`src/hw/rtl/stmf_pkg.sv`:
```
`timescale 1ns / 1ps
`default_nettype none

package stmf_pkg;

	localparam int SAMPLE_WIDTH = 16;
	localparam int CHANNELS     = 3;
	localparam int EXCL_WIDTH   = 2;

	// channel slots of the x, y and z words
	localparam int CH_X = 0;
	localparam int CH_Y = 1;
	localparam int CH_Z = 2;

	typedef logic signed [SAMPLE_WIDTH-1:0] sample_t;
	typedef logic [EXCL_WIDTH-1:0] excl_t;

	localparam excl_t EXCL_RESET = 2'd2;

	typedef enum logic [2:0] {
		ST_IDLE,
		ST_RANK,
		ST_DIV_LOAD,
		ST_DIV,
		ST_DONE
	} state_t;

	typedef struct packed {
		logic shift;
		logic acc_clr;
		logic acc_en;
		logic div_start;
		logic div_step;
		logic load_out;
	} dp_cmd_t;

endpackage

`default_nettype wire

```
`src/hw/rtl/stmf_div.sv`:
```
`timescale 1ns / 1ps
`default_nettype none

module stmf_div #(
	parameter int SUM_WIDTH = 19,
	parameter int KEPT_W    = 3
) (
	input  wire logic                        clk,
	input  wire logic                        start,
	input  wire logic                        step,
	input  wire logic signed [SUM_WIDTH-1:0] dividend,
	input  wire logic [KEPT_W-1:0]           divisor,
	output stmf_pkg::sample_t                quotient
);
	import stmf_pkg::*;

	logic                 neg_q;
	logic [SUM_WIDTH-1:0] dvd_q;
	logic [KEPT_W-1:0]    rem_q;
	logic [KEPT_W-1:0]    dsr_q;

	logic [KEPT_W:0]       trial;
	logic [KEPT_W:0]       diff;
	logic                  ge;
	logic [SAMPLE_WIDTH-1:0] mag;

	// restoring division on the magnitude, one quotient bit per step
	always_comb begin
		trial = {rem_q, dvd_q[SUM_WIDTH-1]};
		ge    = trial >= {1'b0, dsr_q};
		diff  = trial - {1'b0, dsr_q};
	end

	always_ff @(posedge clk) begin
		if (start) begin
			neg_q <= dividend[SUM_WIDTH-1];
			dvd_q <= dividend[SUM_WIDTH-1] ? unsigned'(-dividend) : unsigned'(dividend);
			rem_q <= '0;
			dsr_q <= divisor;
		end else if (step) begin
			rem_q <= ge ? diff[KEPT_W-1:0] : trial[KEPT_W-1:0];
			dvd_q <= {dvd_q[SUM_WIDTH-2:0], ge};
		end
	end

	// dividend bits have all shifted out, dvd_q now holds the quotient
	assign mag      = dvd_q[SAMPLE_WIDTH-1:0];
	assign quotient = sample_t'(neg_q ? (~mag + 1'b1) : mag);

endmodule

`default_nettype wire

```
`src/hw/rtl/stmf_datapath.sv`:
```
`timescale 1ns / 1ps
`default_nettype none

module stmf_datapath #(
	parameter int WINDOW_DEPTH = 5,
	parameter int SUM_WIDTH    = 19
) (
	input  wire logic                          clk,
	input  wire logic                          arst_n,
	input  wire logic                          cfg_wr_en,
	input  wire stmf_pkg::excl_t               cfg_wr_data,
	input  wire stmf_pkg::sample_t             sample [stmf_pkg::CHANNELS],
	input  wire stmf_pkg::dp_cmd_t             cmd,
	input  wire logic [$clog2(WINDOW_DEPTH)-1:0] idx,
	output stmf_pkg::sample_t                  result [stmf_pkg::CHANNELS]
);
	import stmf_pkg::*;

	localparam int IDX_W    = $clog2(WINDOW_DEPTH);
	localparam int KEPT_W   = $clog2(WINDOW_DEPTH + 1);
	localparam int MAX_TRIM = (WINDOW_DEPTH - 1) / 2;
	localparam logic signed [SUM_WIDTH-1:0] ACC_MAX =
		SUM_WIDTH'(WINDOW_DEPTH * (2 ** (SAMPLE_WIDTH - 1) - 1));
	localparam logic signed [SUM_WIDTH-1:0] ACC_MIN =
		SUM_WIDTH'(-(WINDOW_DEPTH * (2 ** (SAMPLE_WIDTH - 1))));

	excl_t excl_q;

	sample_t win_q [CHANNELS][WINDOW_DEPTH];
	logic signed [SUM_WIDTH-1:0] acc_q [CHANNELS];
	sample_t result_q [CHANNELS];

	logic [KEPT_W-1:0] trim;
	logic [KEPT_W-1:0] hi_bound;
	logic [KEPT_W-1:0] kept;

	sample_t          sel  [CHANNELS];
	logic [IDX_W-1:0] rank [CHANNELS];
	logic             keep [CHANNELS];
	sample_t          quot [CHANNELS];

	always_ff @(posedge clk or negedge arst_n) begin
		if (!arst_n) begin
			excl_q <= EXCL_RESET;
		end else if (cfg_wr_en) begin
			excl_q <= cfg_wr_data;
		end
	end

	// trim saturates so that at least one sample stays
	always_comb begin
		trim = (KEPT_W'(excl_q) > KEPT_W'(MAX_TRIM)) ? KEPT_W'(MAX_TRIM) : KEPT_W'(excl_q);
		hi_bound = KEPT_W'(WINDOW_DEPTH) - trim;
		kept     = hi_bound - trim;
	end

	// window, newest sample at slot 0
	always_ff @(posedge clk or negedge arst_n) begin
		if (!arst_n) begin
			for (int c = 0; c < CHANNELS; c++) begin
				for (int k = 0; k < WINDOW_DEPTH; k++) begin
					win_q[c][k] <= '0;
				end
			end
		end else if (cmd.shift) begin
			for (int c = 0; c < CHANNELS; c++) begin
				win_q[c][0] <= sample[c];
				for (int k = 1; k < WINDOW_DEPTH; k++) begin
					win_q[c][k] <= win_q[c][k-1];
				end
			end
		end
	end

	// sorted position of the selected sample, ties broken by slot
	always_comb begin
		for (int c = 0; c < CHANNELS; c++) begin
			sel[c]  = win_q[c][idx];
			rank[c] = '0;
			for (int i = 0; i < WINDOW_DEPTH; i++) begin
				if (win_q[c][i] < sel[c] || (win_q[c][i] == sel[c] && IDX_W'(i) < idx)) begin
					rank[c] = rank[c] + IDX_W'(1);
				end
			end
			keep[c] = (KEPT_W'(rank[c]) >= trim) && (KEPT_W'(rank[c]) < hi_bound);
		end
	end

	always_ff @(posedge clk) begin
		for (int c = 0; c < CHANNELS; c++) begin
			if (cmd.acc_clr) begin
				acc_q[c] <= '0;
			end else if (cmd.acc_en && keep[c]) begin
				acc_q[c] <= acc_q[c] + {{(SUM_WIDTH - SAMPLE_WIDTH){sel[c][SAMPLE_WIDTH-1]}}, sel[c]};
			end
			if (cmd.load_out) begin
				result_q[c] <= quot[c];
			end
		end
	end

	for (genvar c = 0; c < CHANNELS; c++) begin : g_div
		stmf_div #(
			.SUM_WIDTH (SUM_WIDTH),
			.KEPT_W    (KEPT_W)
		) u_div (
			.clk      (clk),
			.start    (cmd.div_start),
			.step     (cmd.div_step),
			.dividend (acc_q[c]),
			.divisor  (kept),
			.quotient (quot[c])
		);
	end

	assign result = result_q;

`ifndef NO_ASSERTIONS
	a_kept_range: assert property (@(posedge clk) disable iff (!arst_n)
		cmd.div_start |-> (kept != '0 && kept <= KEPT_W'(WINDOW_DEPTH)))
		else $error("kept count out of range");

	a_acc_range: assert property (@(posedge clk) disable iff (!arst_n)
		cmd.div_start |-> (acc_q[CH_X] <= ACC_MAX && acc_q[CH_X] >= ACC_MIN))
		else $error("trimmed sum out of range");
`endif

endmodule

`default_nettype wire

```
`src/hw/rtl/stmf_ctrl.sv`:
```
`timescale 1ns / 1ps
`default_nettype none

module stmf_ctrl #(
	parameter int WINDOW_DEPTH = 5,
	parameter int SUM_WIDTH    = 19
) (
	input  wire logic                            clk,
	input  wire logic                            arst_n,
	input  wire logic                            in_valid,
	output logic                                 in_ready,
	output logic                                 out_valid,
	input  wire logic                            out_ready,
	output stmf_pkg::dp_cmd_t                    cmd,
	output logic [$clog2(WINDOW_DEPTH)-1:0]      idx
);
	import stmf_pkg::*;

	localparam int IDX_W = $clog2(WINDOW_DEPTH);
	localparam int CNT_W = $clog2(SUM_WIDTH);
	localparam logic [CNT_W-1:0] RANK_LAST = CNT_W'(WINDOW_DEPTH - 1);
	localparam logic [CNT_W-1:0] DIV_LAST  = CNT_W'(SUM_WIDTH - 1);

	state_t            state_q, state_d;
	logic [CNT_W-1:0]  cnt_q, cnt_d;
	logic              out_valid_q, out_valid_d;

	always_ff @(posedge clk or negedge arst_n) begin
		if (!arst_n) begin
			state_q     <= ST_IDLE;
			cnt_q       <= '0;
			out_valid_q <= 1'b0;
		end else begin
			state_q     <= state_d;
			cnt_q       <= cnt_d;
			out_valid_q <= out_valid_d;
		end
	end

	always_comb begin
		state_d     = state_q;
		cnt_d       = cnt_q;
		cmd         = '0;
		in_ready    = 1'b0;
		out_valid_d = out_valid_q && !out_ready;
		case (state_q)
			ST_IDLE: begin
				in_ready = 1'b1;
				if (in_valid) begin
					cmd.shift   = 1'b1;
					cmd.acc_clr = 1'b1;
					cnt_d       = '0;
					state_d     = ST_RANK;
				end
			end
			ST_RANK: begin
				cmd.acc_en = 1'b1;
				if (cnt_q == RANK_LAST) begin
					cnt_d   = '0;
					state_d = ST_DIV_LOAD;
				end else begin
					cnt_d = cnt_q + 1'b1;
				end
			end
			ST_DIV_LOAD: begin
				cmd.div_start = 1'b1;
				state_d       = ST_DIV;
			end
			ST_DIV: begin
				cmd.div_step = 1'b1;
				if (cnt_q == DIV_LAST) begin
					cnt_d   = '0;
					state_d = ST_DONE;
				end else begin
					cnt_d = cnt_q + 1'b1;
				end
			end
			ST_DONE: begin
				// hold the result until the output register frees up
				if (!out_valid_q || out_ready) begin
					cmd.load_out = 1'b1;
					out_valid_d  = 1'b1;
					state_d      = ST_IDLE;
				end
			end
			default: begin
				state_d = ST_IDLE;
			end
		endcase
	end

	assign out_valid = out_valid_q;
	assign idx       = cnt_q[IDX_W-1:0];

`ifndef NO_ASSERTIONS
	a_no_overwrite: assert property (@(posedge clk) disable iff (!arst_n)
		cmd.load_out |-> (!out_valid_q || out_ready))
		else $error("output word overwritten before taken");

	a_accept_starts: assert property (@(posedge clk) disable iff (!arst_n)
		(in_valid && in_ready) |=> (state_q == ST_RANK && cnt_q == '0))
		else $error("accepted word did not start a rank pass");

	a_rank_bound: assert property (@(posedge clk) disable iff (!arst_n)
		(state_q == ST_RANK) |-> (cnt_q <= RANK_LAST))
		else $error("rank index past window");
`endif

endmodule

`default_nettype wire

```
`src/hw/rtl/sliding_trimmed_mean_filter.sv`:
```
// Trimmed moving-average filter for three signed sample channels.
// Input channel: in_valid/in_ready with sample_x, sample_y, sample_z; a word
// is taken when both are high. Output channel: out_valid/out_ready with
// filtered_x, filtered_y, filtered_z; one output word per input word.
// Each channel keeps a window of the last WINDOW_DEPTH samples, drops the
// exclude_count smallest and largest and outputs the mean of the rest,
// truncated toward zero. exclude_count is written through cfg_wr_en and
// cfg_wr_data; the user must write it only while the block is idle, as the
// block itself does not enforce this. Values above (WINDOW_DEPTH-1)/2 act
// as (WINDOW_DEPTH-1)/2. After a word is taken, the rank pass walks the
// window one slot a cycle, then a radix-2 divider takes one sum bit a
// cycle, and the result is loaded into the output register as out_valid
// rises. A new word is taken only once the previous result is in the
// output register, so in_ready is high again while a result still
// waits; if the receiver stalls the next result is held inside until the
// output register is free. Reset clears the windows to zero, sets
// exclude_count to 2 and empties the output register.
`timescale 1ns / 1ps
`default_nettype none

module sliding_trimmed_mean_filter #(
	parameter int WINDOW_DEPTH = 5
) (
	input  wire logic               clk,
	input  wire logic               arst_n,
	input  wire logic               in_valid,
	output logic                    in_ready,
	input  wire stmf_pkg::sample_t  sample_x,
	input  wire stmf_pkg::sample_t  sample_y,
	input  wire stmf_pkg::sample_t  sample_z,
	output logic                    out_valid,
	input  wire logic               out_ready,
	output stmf_pkg::sample_t       filtered_x,
	output stmf_pkg::sample_t       filtered_y,
	output stmf_pkg::sample_t       filtered_z,
	input  wire logic               cfg_wr_en,
	input  wire stmf_pkg::excl_t    cfg_wr_data
);
	import stmf_pkg::*;

	localparam int SUM_WIDTH = SAMPLE_WIDTH + $clog2(WINDOW_DEPTH);
	localparam int IDX_W     = $clog2(WINDOW_DEPTH);

	dp_cmd_t          cmd;
	logic [IDX_W-1:0] idx;
	sample_t          samp [CHANNELS];
	sample_t          res  [CHANNELS];

	assign samp[CH_X] = sample_x;
	assign samp[CH_Y] = sample_y;
	assign samp[CH_Z] = sample_z;

	stmf_ctrl #(
		.WINDOW_DEPTH (WINDOW_DEPTH),
		.SUM_WIDTH    (SUM_WIDTH)
	) u_ctrl (
		.clk       (clk),
		.arst_n    (arst_n),
		.in_valid  (in_valid),
		.in_ready  (in_ready),
		.out_valid (out_valid),
		.out_ready (out_ready),
		.cmd       (cmd),
		.idx       (idx)
	);

	stmf_datapath #(
		.WINDOW_DEPTH (WINDOW_DEPTH),
		.SUM_WIDTH    (SUM_WIDTH)
	) u_datapath (
		.clk         (clk),
		.arst_n      (arst_n),
		.cfg_wr_en   (cfg_wr_en),
		.cfg_wr_data (cfg_wr_data),
		.sample      (samp),
		.cmd         (cmd),
		.idx         (idx),
		.result      (res)
	);

	assign filtered_x = res[CH_X];
	assign filtered_y = res[CH_Y];
	assign filtered_z = res[CH_Z];

endmodule

`default_nettype wire

```
`config.mk`:
```
export PLATFORM = sky130hd
export DESIGN_NAME = sliding_trimmed_mean_filter
export DESIGN_NICKNAME = d
export VERILOG_FILES = /design/src/hw/rtl/stmf_pkg.sv /design/src/hw/rtl/stmf_div.sv /design/src/hw/rtl/stmf_datapath.sv /design/src/hw/rtl/stmf_ctrl.sv /design/src/hw/rtl/sliding_trimmed_mean_filter.sv
export SDC_FILE = /design/constraint.sdc
export NUM_CORES = 1
export LEC_CHECK = 0
export ABC_AREA = 1
export BUFFER_PORTS_ARGS = -buffer_cell sky130_fd_sc_hd__buf_2
export CAP_MARGIN = 20
export CORE_ASPECT_RATIO = 1.25
export CORE_UTILIZATION = 30
export CTS_BUF_LIST = sky130_fd_sc_hd__clkbuf_16
export DETAILED_ROUTE_END_ITERATION = 8
export PLACE_DENSITY = 0.57
export RECOVER_POWER = 25
export REMOVE_ABC_BUFFERS = 1
export SLEW_MARGIN = 40
export SYNTH_ARGS = -nofsm -noshare
export SYNTH_HDL_FRONTEND = slang
export SYNTH_SLANG_ARGS = --single-unit
```
`constraint.sdc`:
```
create_clock -name clk -period 17.45 [get_ports clk]
set_input_delay 3.49 -clock clk [delete_from_list [all_inputs] [get_ports clk]]
set_output_delay 3.49 -clock clk [all_outputs]
set_load 0.005 [all_outputs]
```
==> key figures <==
Outcome
  – Status: finished, violations left
  – Violated checks: capacitance limit, slew limit

CTS
  – CTS tree: done
  – Clock Path Buffers: 3
  – Post-CTS sizing: 0
  – Later-pin clock latency in the skew report: 0.61 ns
  – Clock transition at the registers of the reported paths: 0.07 ns
  – Clock Sinks: 427
  – CTS Hold Buffers Added: 0
  – H-tree depth: 2
  – Setup Fix Bufs, Post-CTS: 0
  – Total CTS buffers: 46
  – Root Driver: clkbuf_16

Timing
  – Setup ws final: 9.81 ns
  – Setup Skew: 0.0268 ns
  – Tcrit/Tclk final: 43.8%
  – Setup TNS: 0 ns
  – Pin slew with the least headroom to its limit: 3.32 ns
  – Fmax: 131 MHz
  – Max-slew headroom: -121%
  – Final Hold Fails: 0
  – RSZ-0062 raised after global routing: false
  – Final Slew Violations: 180
  – Final setup violation count: 0
  – Post-layout min period: 7.64 ns

Global routing
  – Initial antenna violation count: 6
  – Vias in the first global route: 22800
  – All-layer global routing usage: 16.2%
  – Gr ovfl total: 0
  – Largest net degree at the start of global routing: 98
  – First-pass GRT wire length: 127 mm

Layout
  – Most frequent cells in the layout: 654 x nand2_1, 416 x inv_1, 402 x nor2_1, 336 x ha_1, 334 x o21ai_0
  – Most common cell after layout, fill and taps aside: nand2_1
  – Area Growth Syn to Fin: 11.9%
  – Fin nets: 4044
  – Share of post-route cells with drive strength above 1: 7.17%

Place
  – GP Congestion: 0.890
  – Place WS: 9.70 ns
  – Port Buffer Count: 104
  – Dpl hpwl: 59.9 mm

Hold path
  – Worst min path class: reg -> reg
  – WHS Path Cells: 2

Setup path
  – Cell mode on critical path: nand2_1
  – Worst EP required: 17.67 ns
  – CP Launch Type: register
  – Setup Crit Path Kind: reg -> reg
  – CP max-delay cell: nand2_1
  – Crit path DAT: 7.86 ns
  – R2R depth: 34
  – Max FO, Critical Path: 31
  – Critical path endpoint category: register
  – CP max stage delay: 0.77 ns

Die
  – Row cnt: 127
  – Initial Utilization: 30.4%
  – Die width: 281 um
  – Die Y-Extent: 351 um
  – Io pins: 105
  – Die Area: 98800 um^2
  – Core ar.: 96300 um^2

Run
  – Max cap viols: 3

Detailed routing
  – Antenna Nets Post-Route: 0
  – Routed via count: 23800
  – Met3 wire len: 3.94 mm
  – Drt via density: 4.79
  – Routed WL: 79.4 mm
  – Initial drt markers: 1399
  – DRT Pass-1 Iters: 6
  – Metal-1 WL: 36.7 mm
  – DRC Markers: 0
  – Wire per inst: 16.0 um
  – Max Used Layer: met5
  – Metal2 WL: 36.3 mm

Synth
  – Synth Area in Simple Gates: 18.0%
  – Post-Synth Adder-Cell Area: 14.8%
  – Area contributors post-synth: dfrtp_1 21%, edfxtp_1 17%, ha_1 14%
  – Compound-Gate Fraction of Synth Area: 14.8%
  – Area leader, netlist: dfrtp_1
  – Largest family of logic cells by synthesized area: simple AND/OR/NAND/NOR gates
  – Average size of a mapped cell: 8.15 um^2
  – Synth Instances: 3591
  – Synth top area share: 21.4%
  – Multiplexer share of the synthesized area: 1.73%
  – Synthesized area: 29300 um^2
  – Sequential area share after synthesis: 39.2%
  – Number of distinct library cells after synthesis: 48
  – Yosys reg bits: 427
  – Xor/xnor cell area share of the yosys netlist: 4.57%
  – Yosys warning count: 0
## stage by stage
step | hold WS (ns) | util (%) | cells | instance area [um^2]
floorplan | 0.451 | - | 3471 | 28800
global placement | 0.473 | 32.3 | 4885 | 31100
detailed placement | 0.478 | 32.4 | 4888 | 31200
CTS | 0.493 | 34.0 | 4970 | 32700
global route | 0.511 | 34.0 | 4971 | 32800
finish | 0.487 | 34.0 | 4972 | 32800
## cells in the mapped netlist (all sizes together)
library cell and count:
and2 6, a211oi 2, o211ai 34, o21a 11
o221ai 1, a21oi 312, o41ai 1, nand4 36
xor2 116, nor2 407, a31o 1, nor3 34
nand3b 5, clkinv 1, nand2 656, buf 27
mux2 45, o31ai 10, inv 409, o22ai 3
a41oi 3, ha 336, a21boi 5, nor3b 1
clkbuf 93, o311ai 1, a31oi 37, nor4 12
o21bai 21, nand3 124, xnor2 36, a21o 16
a2111oi 3, dfxtp 9, fa 6, nor4b 1
dfrtp 250, or2 14, a221oi 1, edfxtp 167
dfstp 1, o21ai 337
## flip-flops by register name (all words and copies together) (netlist names)
name / cells
u_datapath.win_q: 240
u_datapath.acc_q: 57
u_datapath.g_div.u_div.dvd_q: 57
u_datapath.result: 48
u_datapath.g_div.u_div.rem_q: 9
u_ctrl.cnt_q: 5
u_ctrl.state_q: 3
u_datapath.g_div.u_div.neg_q: 3
u_datapath.excl_q: 2
u_datapath.g_div.u_div.dsr_q: 2
u_ctrl.out_valid: 1
## per-layer routing
metal	vias to the layer above	GRT usage [%]
met3	134	2.48
met1	11000	21.5
li1	12200	-
met5	-	0
met4	8	5.30
met2	475	26.7
## layout make-up
type | instances | area, um^2
Antenna cell | 1 | 2.50
Clock buffer | 47 | 1180
Clock inverter | 35 | 339
Fill cell | 10300 | 63500
Inverter | 410 | 1540
Multi-Input combinational cell | 2634 | 15800
Sequential cell | 427 | 11500
Tap cell | 1290 | 1610
Timing Repair Buffer | 128 | 785
## cell families (layout without fill, tap and decap cells)
logic type | count (synthesis) | in the layout
flip-flops | 427 | 427
buffers and inverters | 530 | 620
AND/OR/NAND/NOR | 1296 | 1296
other | 0 | 1
AO/OA/AOI/OAI | 799 | 799
adder cells (fa/ha/maj) | 342 | 342
multiplexers | 45 | 45
XOR/XNOR | 152 | 152
## worst max-delay path, delay by kind of cell, from the launching register on
family          cells  cell delay, ns
compound gates      5            1.37
flops               1            0.36
buf+inv             6            0.94
fa+ha+maj           4            1.01
xor+xnor            1            0.29
simple gates       18            3.23
## path summary, 6_finish.rpt
check / from / slack [ns] / to
worst max-delay path: u_ctrl.cnt_q[1] / 9.81 / u_datapath.acc_q[0][13]
worst min-delay path: u_datapath.win_q[16] / 0.49 / u_datapath.win_q[16]
worst max register to register: u_ctrl.cnt_q[1] / 9.81 / u_datapath.acc_q[0][13]
worst min register to register: u_datapath.win_q[16] / 0.49 / u_datapath.win_q[16]
max in group asynchronous: arst_n / 11.64 / u_datapath.win_q[201]
min in group asynchronous: arst_n / 3.82 / u_datapath.win_q[154]
Power is left out: the tool's default activity adds up to more than one toggle a clock period on the data nets, which glitch-free logic cannot reach.
